`src/hw/rtl/tmsd_pkg.sv`:
```
// shared constants, window record and queue status types for the trimmed mean decimator
package tmsd_pkg;

    localparam int SAMPLES_PER_WINDOW = 8;
    localparam int WINDOWS_PER_PACKET = 4;

    localparam int NCH      = 3;
    localparam int CH_TEMP  = 0;
    localparam int CH_HUM   = 1;
    localparam int CH_LIGHT = 2;

    localparam int TEMP_W  = 15;
    localparam int HUM_W   = 14;
    localparam int LIGHT_W = 23;
    localparam int STAMP_W = 32;
    localparam int SLOT_W  = 6;

    // common signed width that holds every channel value
    localparam int VAL_W = LIGHT_W + 1;
    localparam int POS_W = $clog2(SAMPLES_PER_WINDOW);
    localparam int WIN_W = (WINDOWS_PER_PACKET > 1) ? $clog2(WINDOWS_PER_PACKET) : 1;
    localparam int SUM_W = VAL_W + POS_W;

    localparam int DIVISOR = SAMPLES_PER_WINDOW - 2;
    localparam int HALF    = DIVISOR / 2;

    // exact quotient as (x * RECIP) >> RECIP_SHIFT for any x below 2**SUM_W
    localparam int RECIP_SHIFT = SUM_W + $clog2(DIVISOR);
    localparam int RECIP_W     = SUM_W + 2;
    localparam logic [RECIP_W-1:0] RECIP =
        RECIP_W'(((64'd1 << RECIP_SHIFT) + 64'(DIVISOR) - 64'd1) / 64'(DIVISOR));
    localparam int PROD_W = SUM_W + RECIP_W;

    localparam int QDEPTH = 2;
    localparam int QPTR_W = $clog2(QDEPTH);
    localparam int QCNT_W = $clog2(QDEPTH + 1);

    typedef struct packed {
        logic [NCH-1:0][SUM_W-1:0] sum;
        logic [NCH-1:0][VAL_W-1:0] min_v;
        logic [NCH-1:0][VAL_W-1:0] max_v;
        logic [STAMP_W-1:0]        stamp;
        logic [SLOT_W-1:0]         slot;
        logic                      last;
    } t_window;

    typedef struct packed {
        logic full;
        logic empty;
    } t_queue_status;

endpackage

```
`src/hw/rtl/tmsd_if.sv`:
```
// sample and result channel interfaces
interface tmsd_in_if;
    logic                               valid;
    logic                               ready;
    logic signed [tmsd_pkg::TEMP_W-1:0] temp_sample;
    logic [tmsd_pkg::HUM_W-1:0]         humidity_sample;
    logic [tmsd_pkg::LIGHT_W-1:0]       light_sample;
    logic                               climate_ok;
    logic                               light_ok;
    logic [tmsd_pkg::STAMP_W-1:0]       stamp_in;

    modport source (
        output valid, temp_sample, humidity_sample, light_sample, climate_ok, light_ok,
               stamp_in,
        input  ready
    );
    modport sink (
        input  valid, temp_sample, humidity_sample, light_sample, climate_ok, light_ok,
               stamp_in,
        output ready
    );
endinterface

interface tmsd_out_if;
    logic                               valid;
    logic                               ready;
    logic signed [tmsd_pkg::TEMP_W-1:0] temp_mean;
    logic [tmsd_pkg::HUM_W-1:0]         humidity_mean;
    logic [tmsd_pkg::LIGHT_W-1:0]       light_mean;
    logic [tmsd_pkg::STAMP_W-1:0]       window_stamp;
    logic [tmsd_pkg::SLOT_W-1:0]        slot_in_packet;
    logic                               packet_last;

    modport source (
        output valid, temp_mean, humidity_mean, light_mean, window_stamp, slot_in_packet,
               packet_last,
        input  ready
    );
    modport sink (
        input  valid, temp_mean, humidity_mean, light_mean, window_stamp, slot_in_packet,
               packet_last,
        output ready
    );
endinterface

```
`src/hw/rtl/tmsd_front.sv`:
```
// front end: slot storage and running sum, minimum and maximum per channel
module tmsd_front (
    input  logic                    i_clk,
    input  logic                    i_rst_n,
    tmsd_in_if.sink                 i_smp,
    input  tmsd_pkg::t_queue_status i_q_stat,
    output logic                    o_push,
    output tmsd_pkg::t_window       o_win
);

    logic [tmsd_pkg::TEMP_W-1:0]  r_temp_slot  [tmsd_pkg::SAMPLES_PER_WINDOW];
    logic [tmsd_pkg::HUM_W-1:0]   r_hum_slot   [tmsd_pkg::SAMPLES_PER_WINDOW];
    logic [tmsd_pkg::LIGHT_W-1:0] r_light_slot [tmsd_pkg::SAMPLES_PER_WINDOW];

    logic [tmsd_pkg::POS_W-1:0] r_pos, n_pos;
    logic [tmsd_pkg::WIN_W-1:0] r_win, n_win;

    logic [tmsd_pkg::SUM_W-1:0] r_sum [tmsd_pkg::NCH];
    logic [tmsd_pkg::SUM_W-1:0] n_sum [tmsd_pkg::NCH];
    logic [tmsd_pkg::VAL_W-1:0] r_min [tmsd_pkg::NCH];
    logic [tmsd_pkg::VAL_W-1:0] n_min [tmsd_pkg::NCH];
    logic [tmsd_pkg::VAL_W-1:0] r_max [tmsd_pkg::NCH];
    logic [tmsd_pkg::VAL_W-1:0] n_max [tmsd_pkg::NCH];
    logic [tmsd_pkg::VAL_W-1:0] cur   [tmsd_pkg::NCH];

    logic [tmsd_pkg::TEMP_W-1:0]  temp_v;
    logic [tmsd_pkg::HUM_W-1:0]   hum_v;
    logic [tmsd_pkg::LIGHT_W-1:0] light_v;

    logic first, last, accept, win_last;

    assign first    = (r_pos == '0);
    assign last     = (r_pos == tmsd_pkg::POS_W'(tmsd_pkg::SAMPLES_PER_WINDOW - 1));
    assign win_last = (r_win == tmsd_pkg::WIN_W'(tmsd_pkg::WINDOWS_PER_PACKET - 1));

    assign i_smp.ready = !last || !i_q_stat.full;
    assign accept      = i_smp.valid && i_smp.ready;
    assign o_push      = accept && last;

    // value that sits in the slot after this sample
    assign temp_v  = i_smp.climate_ok ? i_smp.temp_sample     : r_temp_slot[r_pos];
    assign hum_v   = i_smp.climate_ok ? i_smp.humidity_sample : r_hum_slot[r_pos];
    assign light_v = i_smp.light_ok   ? i_smp.light_sample    : r_light_slot[r_pos];

    assign cur[tmsd_pkg::CH_TEMP] =
        {{(tmsd_pkg::VAL_W - tmsd_pkg::TEMP_W){temp_v[tmsd_pkg::TEMP_W-1]}}, temp_v};
    assign cur[tmsd_pkg::CH_HUM]   = {{(tmsd_pkg::VAL_W - tmsd_pkg::HUM_W){1'b0}}, hum_v};
    assign cur[tmsd_pkg::CH_LIGHT] = {{(tmsd_pkg::VAL_W - tmsd_pkg::LIGHT_W){1'b0}}, light_v};

    always_comb begin
        for (int c = 0; c < tmsd_pkg::NCH; c++) begin
            if (first) begin
                n_sum[c] = tmsd_pkg::SUM_W'(signed'(cur[c]));
                n_min[c] = cur[c];
                n_max[c] = cur[c];
            end else begin
                n_sum[c] = r_sum[c] + tmsd_pkg::SUM_W'(signed'(cur[c]));
                n_min[c] = (signed'(cur[c]) < signed'(r_min[c])) ? cur[c] : r_min[c];
                n_max[c] = (signed'(cur[c]) > signed'(r_max[c])) ? cur[c] : r_max[c];
            end
        end
    end

    always_comb begin
        n_pos = last ? '0 : r_pos + 1'b1;
        n_win = win_last ? '0 : r_win + 1'b1;
    end

    always_comb begin
        for (int c = 0; c < tmsd_pkg::NCH; c++) begin
            o_win.sum[c]   = n_sum[c];
            o_win.min_v[c] = n_min[c];
            o_win.max_v[c] = n_max[c];
        end
        o_win.stamp = i_smp.stamp_in;
        o_win.slot  = tmsd_pkg::SLOT_W'(r_win);
        o_win.last  = win_last;
    end

    always_ff @(posedge i_clk) begin
        if (!i_rst_n) begin
            r_pos <= '0;
            r_win <= '0;
            for (int i = 0; i < tmsd_pkg::SAMPLES_PER_WINDOW; i++) begin
                r_temp_slot[i]  <= '0;
                r_hum_slot[i]   <= '0;
                r_light_slot[i] <= '0;
            end
            for (int c = 0; c < tmsd_pkg::NCH; c++) begin
                r_sum[c] <= '0;
                r_min[c] <= '0;
                r_max[c] <= '0;
            end
        end else if (accept) begin
            r_pos <= n_pos;
            if (last) begin
                r_win <= n_win;
            end
            r_temp_slot[r_pos]  <= temp_v;
            r_hum_slot[r_pos]   <= hum_v;
            r_light_slot[r_pos] <= light_v;
            for (int c = 0; c < tmsd_pkg::NCH; c++) begin
                r_sum[c] <= n_sum[c];
                r_min[c] <= n_min[c];
                r_max[c] <= n_max[c];
            end
        end
    end

endmodule

```
`src/hw/rtl/tmsd_queue.sv`:
```
// two-entry queue of finished window records between front and back
module tmsd_queue (
    input  logic                    i_clk,
    input  logic                    i_rst_n,
    input  logic                    i_push,
    input  tmsd_pkg::t_window       i_win,
    input  logic                    i_pop,
    output tmsd_pkg::t_window       o_win,
    output tmsd_pkg::t_queue_status o_stat
);

    tmsd_pkg::t_window           r_mem [tmsd_pkg::QDEPTH];
    logic [tmsd_pkg::QPTR_W-1:0] r_wr, r_rd;
    logic [tmsd_pkg::QCNT_W-1:0] r_cnt;
    logic                        do_push, do_pop;

    assign o_stat.full  = (r_cnt == tmsd_pkg::QCNT_W'(tmsd_pkg::QDEPTH));
    assign o_stat.empty = (r_cnt == '0);
    assign do_push      = i_push && !o_stat.full;
    assign do_pop       = i_pop && !o_stat.empty;
    assign o_win        = r_mem[r_rd];

    always_ff @(posedge i_clk) begin
        if (do_push) begin
            r_mem[r_wr] <= i_win;
        end
    end

    always_ff @(posedge i_clk) begin
        if (!i_rst_n) begin
            r_wr  <= '0;
            r_rd  <= '0;
            r_cnt <= '0;
        end else begin
            if (do_push) begin
                r_wr <= r_wr + 1'b1;
            end
            if (do_pop) begin
                r_rd <= r_rd + 1'b1;
            end
            case ({do_push, do_pop})
                2'b10:   r_cnt <= r_cnt + 1'b1;
                2'b01:   r_cnt <= r_cnt - 1'b1;
                default: r_cnt <= r_cnt;
            endcase
        end
    end

endmodule

```
`src/hw/rtl/tmsd_back.sv`:
```
// back end: trim, round and divide by reciprocal multiply, output register
module tmsd_back (
    input  logic                    i_clk,
    input  logic                    i_rst_n,
    input  tmsd_pkg::t_window       i_win,
    input  tmsd_pkg::t_queue_status i_q_stat,
    output logic                    o_pop,
    tmsd_out_if.source              o_res
);

    logic en;

    // stage 1: rounded magnitude and sign
    logic                       r_v1;
    logic [tmsd_pkg::NCH-1:0]   r_neg1;
    logic [tmsd_pkg::SUM_W-1:0] r_mag1 [tmsd_pkg::NCH];
    logic [tmsd_pkg::STAMP_W-1:0] r_stamp1;
    logic [tmsd_pkg::SLOT_W-1:0]  r_slot1;
    logic                         r_last1;

    // stage 2: product
    logic                        r_v2;
    logic [tmsd_pkg::NCH-1:0]    r_neg2;
    logic [tmsd_pkg::PROD_W-1:0] r_prod2 [tmsd_pkg::NCH];
    logic [tmsd_pkg::STAMP_W-1:0] r_stamp2;
    logic [tmsd_pkg::SLOT_W-1:0]  r_slot2;
    logic                         r_last2;

    // stage 3: output register
    logic                         r_v3;
    logic [tmsd_pkg::TEMP_W-1:0]  r_temp3;
    logic [tmsd_pkg::HUM_W-1:0]   r_hum3;
    logic [tmsd_pkg::LIGHT_W-1:0] r_light3;
    logic [tmsd_pkg::STAMP_W-1:0] r_stamp3;
    logic [tmsd_pkg::SLOT_W-1:0]  r_slot3;
    logic                         r_last3;

    logic [tmsd_pkg::SUM_W-1:0] num   [tmsd_pkg::NCH];
    logic [tmsd_pkg::SUM_W-1:0] n_mag [tmsd_pkg::NCH];
    logic [tmsd_pkg::NCH-1:0]   n_neg;
    logic [tmsd_pkg::SUM_W-1:0] quo   [tmsd_pkg::NCH];
    logic [tmsd_pkg::SUM_W-1:0] res   [tmsd_pkg::NCH];

    assign en    = !r_v3 || o_res.ready;
    assign o_pop = en && !i_q_stat.empty;

    always_comb begin
        for (int c = 0; c < tmsd_pkg::NCH; c++) begin
            num[c] = i_win.sum[c]
                   - tmsd_pkg::SUM_W'(signed'(i_win.min_v[c]))
                   - tmsd_pkg::SUM_W'(signed'(i_win.max_v[c]));
            n_neg[c] = num[c][tmsd_pkg::SUM_W-1];
            n_mag[c] = (n_neg[c] ? (~num[c] + 1'b1) : num[c])
                     + tmsd_pkg::SUM_W'(tmsd_pkg::HALF);
        end
    end

    always_comb begin
        for (int c = 0; c < tmsd_pkg::NCH; c++) begin
            quo[c] = tmsd_pkg::SUM_W'(r_prod2[c][tmsd_pkg::PROD_W-1:tmsd_pkg::RECIP_SHIFT]);
            res[c] = r_neg2[c] ? (~quo[c] + 1'b1) : quo[c];
        end
    end

    always_ff @(posedge i_clk) begin
        if (en) begin
            r_neg1   <= n_neg;
            r_stamp1 <= i_win.stamp;
            r_slot1  <= i_win.slot;
            r_last1  <= i_win.last;
            for (int c = 0; c < tmsd_pkg::NCH; c++) begin
                r_mag1[c]  <= n_mag[c];
                r_prod2[c] <= tmsd_pkg::PROD_W'(r_mag1[c]) * tmsd_pkg::PROD_W'(tmsd_pkg::RECIP);
            end
            r_neg2   <= r_neg1;
            r_stamp2 <= r_stamp1;
            r_slot2  <= r_slot1;
            r_last2  <= r_last1;
            r_temp3  <= res[tmsd_pkg::CH_TEMP][tmsd_pkg::TEMP_W-1:0];
            r_hum3   <= res[tmsd_pkg::CH_HUM][tmsd_pkg::HUM_W-1:0];
            r_light3 <= res[tmsd_pkg::CH_LIGHT][tmsd_pkg::LIGHT_W-1:0];
            r_stamp3 <= r_stamp2;
            r_slot3  <= r_slot2;
            r_last3  <= r_last2;
        end
    end

    always_ff @(posedge i_clk) begin
        if (!i_rst_n) begin
            r_v1 <= 1'b0;
            r_v2 <= 1'b0;
            r_v3 <= 1'b0;
        end else if (en) begin
            r_v1 <= o_pop;
            r_v2 <= r_v1;
            r_v3 <= r_v2;
        end
    end

    assign o_res.valid          = r_v3;
    assign o_res.temp_mean      = r_temp3;
    assign o_res.humidity_mean  = r_hum3;
    assign o_res.light_mean     = r_light3;
    assign o_res.window_stamp   = r_stamp3;
    assign o_res.slot_in_packet = r_slot3;
    assign o_res.packet_last    = r_last3;

endmodule

```
`src/hw/rtl/trimmed_mean_sensor_decimator_unit.sv`:
```
// top level of the trimmed mean sensor decimator
// Takes one sample tick per clock cycle. Each tick updates the channel slots and the running
// sum, minimum and maximum registers; on the last tick of a window the totals go into a
// two-entry queue, and a three-stage back end (trim and round, reciprocal multiply, output
// register) raises the window result from the output register. The input stalls
// only on a window's last tick while that queue is full, so with the output taken freely the
// block runs at one tick per cycle. Slots clear at reset; no start-up pass is needed.
module trimmed_mean_sensor_decimator_unit (
    input  logic        i_clk,
    input  logic        i_rst_n,
    tmsd_in_if.sink     i_smp,
    tmsd_out_if.source  o_res
);

    tmsd_pkg::t_window       front_win;
    tmsd_pkg::t_window       q_win;
    tmsd_pkg::t_queue_status q_stat;
    logic                    push;
    logic                    pop;

    tmsd_front u_front (
        .i_clk    (i_clk),
        .i_rst_n  (i_rst_n),
        .i_smp    (i_smp),
        .i_q_stat (q_stat),
        .o_push   (push),
        .o_win    (front_win)
    );

    tmsd_queue u_queue (
        .i_clk   (i_clk),
        .i_rst_n (i_rst_n),
        .i_push  (push),
        .i_win   (front_win),
        .i_pop   (pop),
        .o_win   (q_win),
        .o_stat  (q_stat)
    );

    tmsd_back u_back (
        .i_clk    (i_clk),
        .i_rst_n  (i_rst_n),
        .i_win    (q_win),
        .i_q_stat (q_stat),
        .o_pop    (pop),
        .o_res    (o_res)
    );

    // a finished window is never dropped at a full queue
    a_no_overflow: assert property (@(posedge i_clk) disable iff (!i_rst_n)
        push |-> !q_stat.full)
        else $error("window record pushed into full queue");

    // a pushed window is held in the queue on the next cycle
    a_push_held: assert property (@(posedge i_clk) disable iff (!i_rst_n)
        push |=> !q_stat.empty)
        else $error("queue empty after window transfer");

    // the back end never pops an empty queue
    a_no_underflow: assert property (@(posedge i_clk) disable iff (!i_rst_n)
        pop |-> !q_stat.empty)
        else $error("pop from empty queue");

endmodule
```
`src/flat_wrapper.sv`:
```
// flat-port wrapper written by rule: the top's interface ports become plain ports
module trimmed_mean_sensor_decimator_unit_flat 
  (i_clk, i_rst_n, i_smp_valid, i_smp_temp_sample, i_smp_humidity_sample, i_smp_light_sample, i_smp_climate_ok, i_smp_light_ok, i_smp_stamp_in, i_smp_ready, o_res_valid, o_res_temp_mean, o_res_humidity_mean, o_res_light_mean, o_res_window_stamp, o_res_slot_in_packet, o_res_packet_last, o_res_ready);
  tmsd_in_if i_smp_i ();
  tmsd_out_if o_res_i ();
  input  logic i_clk;
  input  logic i_rst_n;
  input wire logic [$bits(i_smp_i.valid)-1:0] i_smp_valid;
  input wire logic [$bits(i_smp_i.temp_sample)-1:0] i_smp_temp_sample;
  input wire logic [$bits(i_smp_i.humidity_sample)-1:0] i_smp_humidity_sample;
  input wire logic [$bits(i_smp_i.light_sample)-1:0] i_smp_light_sample;
  input wire logic [$bits(i_smp_i.climate_ok)-1:0] i_smp_climate_ok;
  input wire logic [$bits(i_smp_i.light_ok)-1:0] i_smp_light_ok;
  input wire logic [$bits(i_smp_i.stamp_in)-1:0] i_smp_stamp_in;
  output wire logic [$bits(i_smp_i.ready)-1:0] i_smp_ready;
  output wire logic [$bits(o_res_i.valid)-1:0] o_res_valid;
  output wire logic [$bits(o_res_i.temp_mean)-1:0] o_res_temp_mean;
  output wire logic [$bits(o_res_i.humidity_mean)-1:0] o_res_humidity_mean;
  output wire logic [$bits(o_res_i.light_mean)-1:0] o_res_light_mean;
  output wire logic [$bits(o_res_i.window_stamp)-1:0] o_res_window_stamp;
  output wire logic [$bits(o_res_i.slot_in_packet)-1:0] o_res_slot_in_packet;
  output wire logic [$bits(o_res_i.packet_last)-1:0] o_res_packet_last;
  input wire logic [$bits(o_res_i.ready)-1:0] o_res_ready;
  assign i_smp_i.valid = i_smp_valid;
  assign i_smp_i.temp_sample = i_smp_temp_sample;
  assign i_smp_i.humidity_sample = i_smp_humidity_sample;
  assign i_smp_i.light_sample = i_smp_light_sample;
  assign i_smp_i.climate_ok = i_smp_climate_ok;
  assign i_smp_i.light_ok = i_smp_light_ok;
  assign i_smp_i.stamp_in = i_smp_stamp_in;
  assign i_smp_ready = i_smp_i.ready;
  assign o_res_valid = o_res_i.valid;
  assign o_res_temp_mean = o_res_i.temp_mean;
  assign o_res_humidity_mean = o_res_i.humidity_mean;
  assign o_res_light_mean = o_res_i.light_mean;
  assign o_res_window_stamp = o_res_i.window_stamp;
  assign o_res_slot_in_packet = o_res_i.slot_in_packet;
  assign o_res_packet_last = o_res_i.packet_last;
  assign o_res_i.ready = o_res_ready;
  trimmed_mean_sensor_decimator_unit u_core (.i_clk(i_clk), .i_rst_n(i_rst_n), .i_smp(i_smp_i), .o_res(o_res_i));
endmodule
```
`config.mk`:
```
export PLATFORM = sky130hd
export DESIGN_NAME = trimmed_mean_sensor_decimator_unit_flat
export DESIGN_NICKNAME = d
export VERILOG_FILES = /design/src/hw/rtl/tmsd_pkg.sv /design/src/hw/rtl/tmsd_if.sv /design/src/hw/rtl/tmsd_front.sv /design/src/hw/rtl/tmsd_queue.sv /design/src/hw/rtl/tmsd_back.sv /design/src/hw/rtl/trimmed_mean_sensor_decimator_unit.sv /design/src/flat_wrapper.sv
export SDC_FILE = /design/constraint.sdc
export NUM_CORES = 2
export LEC_CHECK = 0
export BUFFER_PORTS_ARGS = -buffer_cell sky130_fd_sc_hd__buf_4
export CORE_ASPECT_RATIO = 0.9
export CORE_MARGIN = 8
export CORE_UTILIZATION = 30
export DETAILED_ROUTE_END_ITERATION = 12
export GPL_ROUTABILITY_DRIVEN = 0
export PLACE_DENSITY = 0.53
export SYNTH_ARGS = -nofsm -noshare
export SYNTH_HDL_FRONTEND = slang
export SYNTH_SLANG_ARGS = --single-unit
```
`constraint.sdc`:
```
create_clock -name i_clk -period 14.9 [get_ports i_clk]
set_input_delay 0.745 -clock i_clk [delete_from_list [all_inputs] [get_ports i_clk]]
set_output_delay 0.745 -clock i_clk [all_outputs]
set_load 0.03 [all_outputs]
```
==> reports/metrics.cfg <==
[drt]
via_count = 60811
dr.pass1.iters = 6
routed_wl_um = 239600
drtIter0Drc = 4580
avgViaCountPerCell = 4.748
wire_per_inst_um = 18.71
drtAntennaViolNets = 0
drc = 0

[global_routing]
grt_pass1_wl_um = 370900
overflow = 0
grt_antenna_before_repair = 13
first_global_vias = 63199
grt_use_total_pct = 13.56
grt_max_degree = 169

[outcome]
status = finished, final reports clean

[place]
hpwl_um = 172800
portBuffers = 178

[clocking]
cts_repair_resize_count = 0
clk_pin_slew_ns = 0.06
root_buffer = clkbuf_16
cts_buffers = 173
cts_setup_buffers = 0
cts_max_level = 4
clk_latency_ns = 0.86
clkSinkCount = 1473
ctsHoldBuffers = 0
tritoncts = built
clockBufferDepth = 4

[timing]
finalSetupViolCount = 0
layout_min_cycle_time_ns = 8.723
rsz0062_at_grt = false
timing.fmax_mhz = 114.6
hold_viol = 0
fin_crit_sh_pct = 58.54
tns_ns = 0
finalMaxSlewViolations = 0
slew_headroom_pct = 21.37
fin_skew_ns = 0.1007
worst_pin_slew_ns = 1.179

[critical_path]
critical_path.startpoint_type = flop
cp.buffers_inverters = 6
r2r-start = u_core.u_back.r_mag1[0][59]
cp_top_family = adder cells
cp.required_ns = 15.48
max_stage_delay_ns = 0.74
critPathKind = flop to flop
path_max_fanout = 5
cp_slowest_cell = fa_1
crit_start = u_core.u_back.r_mag1[0][59]
end_kind = flop
crit_arrival_ns = 9.30

[yosys]
ys_warn_count = 0
synth-seq-area-share_pct = 45.06
muxShareOfSynthArea_pct = 6.171
netlist_area_um2 = 97810
synthTopCellsByCount = edfxtp_1 (1,457), inv_1 (1,175), ha_1 (798)
synth_area_leaders = edfxtp_1 (45%), fa_1 (13%), ha_1 (10%)
synth_edf_count = 1457
ys_types = 105
synth_simple_gate_area_share_pct = 9.048
yosys.area.top_type = edfxtp_1
synthAdderAreaFrac_pct = 23.27
async_flop_share_pct = 0
synth_top_family_by_area = adder cells
netlist.area_leader.share_pct = 44.73
synthXorXnorAreaFrac_pct = 3.340
synth_most_common_cell = edfxtp_1
syn_inst = 8190
ys_ff_latch = 1473
synth.avg_cell_area_um2 = 11.94
synth_ff_type = edfxtp_1
synth-compound-area-share_pct = 7.426

[layout]
synthToLayoutAreaGrowth_pct = 12.34
seqCellArea_um2 = 44090
multi_input_area_um2 = 48340
fill_cells = 32086
final_layout_size_suffix_gt1_share_pct = 9.846
layout.nets = 9888

[die]
die_h_um = 557.7
io-pin-count = 183
start_util_pct = 30.06
core_area_um2 = 325400
dieArea_um2 = 344600
row_count = 199
die_x_um = 617.9

[flow_run]
maxCapViolCount = 0

[worst_hold_path]
worstHoldStart = i_smp_stamp_in[7]
hp-class = input port to flop

[placed cells by master (no fill, tap or decap), types with 94 or more instances in the layout]
master     count
edfxtp_1    1457
inv_1       1174
ha_1         798
nor2_1       747
fa_1         638
nand2_1      321
a21oi_1      318
xnor2_1      278
buf_4        274
o21ai_0      252
mux2i_1      231
and2_1       200
clkbuf_16    175
a21o_1       163
mux2_2       120
mux4_2       104
xor2_1        94
[per-layer routing]
layer | part of all wire [%] | global-route usage [%] | up-vias
li1 | - | - | 28837
met1 | 48 | 19.37 | 30483
met2 | 46 | 22.13 | 1238
met3 | 4.6 | 1.889 | 249
met4 | 1.7 | 2.544 | 4
met5 | 0.011 | 0 | -
[cells by family (layout without fill, tap and decap cells)]
logic type      Yosys count  count (layout)
other cells               1              15
flops                  1473            1473
xor+xnor                373             373
simple gates           1854            1854
fa+ha+maj              1436            1436
buf+inv                1470            1752
mux                     457             457
compound gates         1126            1126
[metrics by stage]
step	utilization, %	setup slack (ns)	instance area (um2)	instances	hold WS (ns)
floorplan	-	1.711	97840	8199	0.4003
global placement	32.09	6.174	104400	12508	0.4008
detailed placement	32.09	6.131	104400	12508	0.4045
CTS	33.76	6.131	109900	12802	0.01050
global route	33.76	5.608	109900	12806	0.02752
finish	33.76	6.177	109900	12807	0.08460
[worst register-to-register path, cell delays in order (launching register included)]
cell and delay (ns):
edfxtp_1 0.44, ha_1 0.37, fa_1 0.71, inv_1 0.11, fa_1 0.74, inv_1 0.16, fa_1 0.64, inv_1 0.11
fa_1 0.49, inv_1 0.05, fa_1 0.47, inv_1 0.05, fa_1 0.47, inv_1 0.04, ha_1 0.34, nand4_1 0.15
or3_1 0.39, nor3_1 0.26, and2_1 0.16, o21ai_0 0.12, nand4_1 0.20, a31oi_1 0.16, o21ai_1 0.29, a311oi_2 0.24
a211oi_1 0.52, a311oi_1 0.28, mux2i_1 0.17, a2111oi_0 0.41
[worst paths after layout]
check	endpoint	slack [ns]	cells past startpoint
worst min-delay path	u_core.u_queue.r_mem[1][10]	0.08	1
worst max register to register	u_core.u_back.r_prod2[0][162]	6.18	27
worst min register to register	u_core.u_back.r_stamp2[5]	0.36	0
worst max-delay path	u_core.u_back.r_prod2[0][162]	6.18	27
[state kept, by name, indices dropped and copies added, names as in the netlist, 14 cells and up, named ones only]
name,cells
u_core.u_back.r_mag1,81
u_core.u_back.r_stamp2,32
u_core.u_queue.r_mem,520
u_core.u_back.o_res.temp_mean,15
u_core.u_front.r_max,72
u_core.u_back.r_prod2,52
u_core.u_front.r_light_slot,184
u_core.u_back.o_res.humidity_mean,14
u_core.u_front.r_temp_slot,120
u_core.u_back.o_res.window_stamp,32
u_core.u_front.r_min,72
u_core.u_back.o_res.light_mean,23
u_core.u_front.r_hum_slot,112
u_core.u_back.r_stamp1,32
u_core.u_front.r_sum,81
[cell type report]
cell class                      count  area share [%]
Tap cell                         4321           4.920
Antenna cell                        5         0.01139
Clock inverter                     98          0.8723
Sequential cell                  1473           40.12
Clock buffer                      196           4.066
Timing Repair Buffer              280           1.981
Inverter                         1178           4.033
Multi-Input combinational cell   5256           43.99
Power is left out: the tool's default activity adds up to more than one toggle a clock period on the data nets, which glitch-free logic cannot reach.
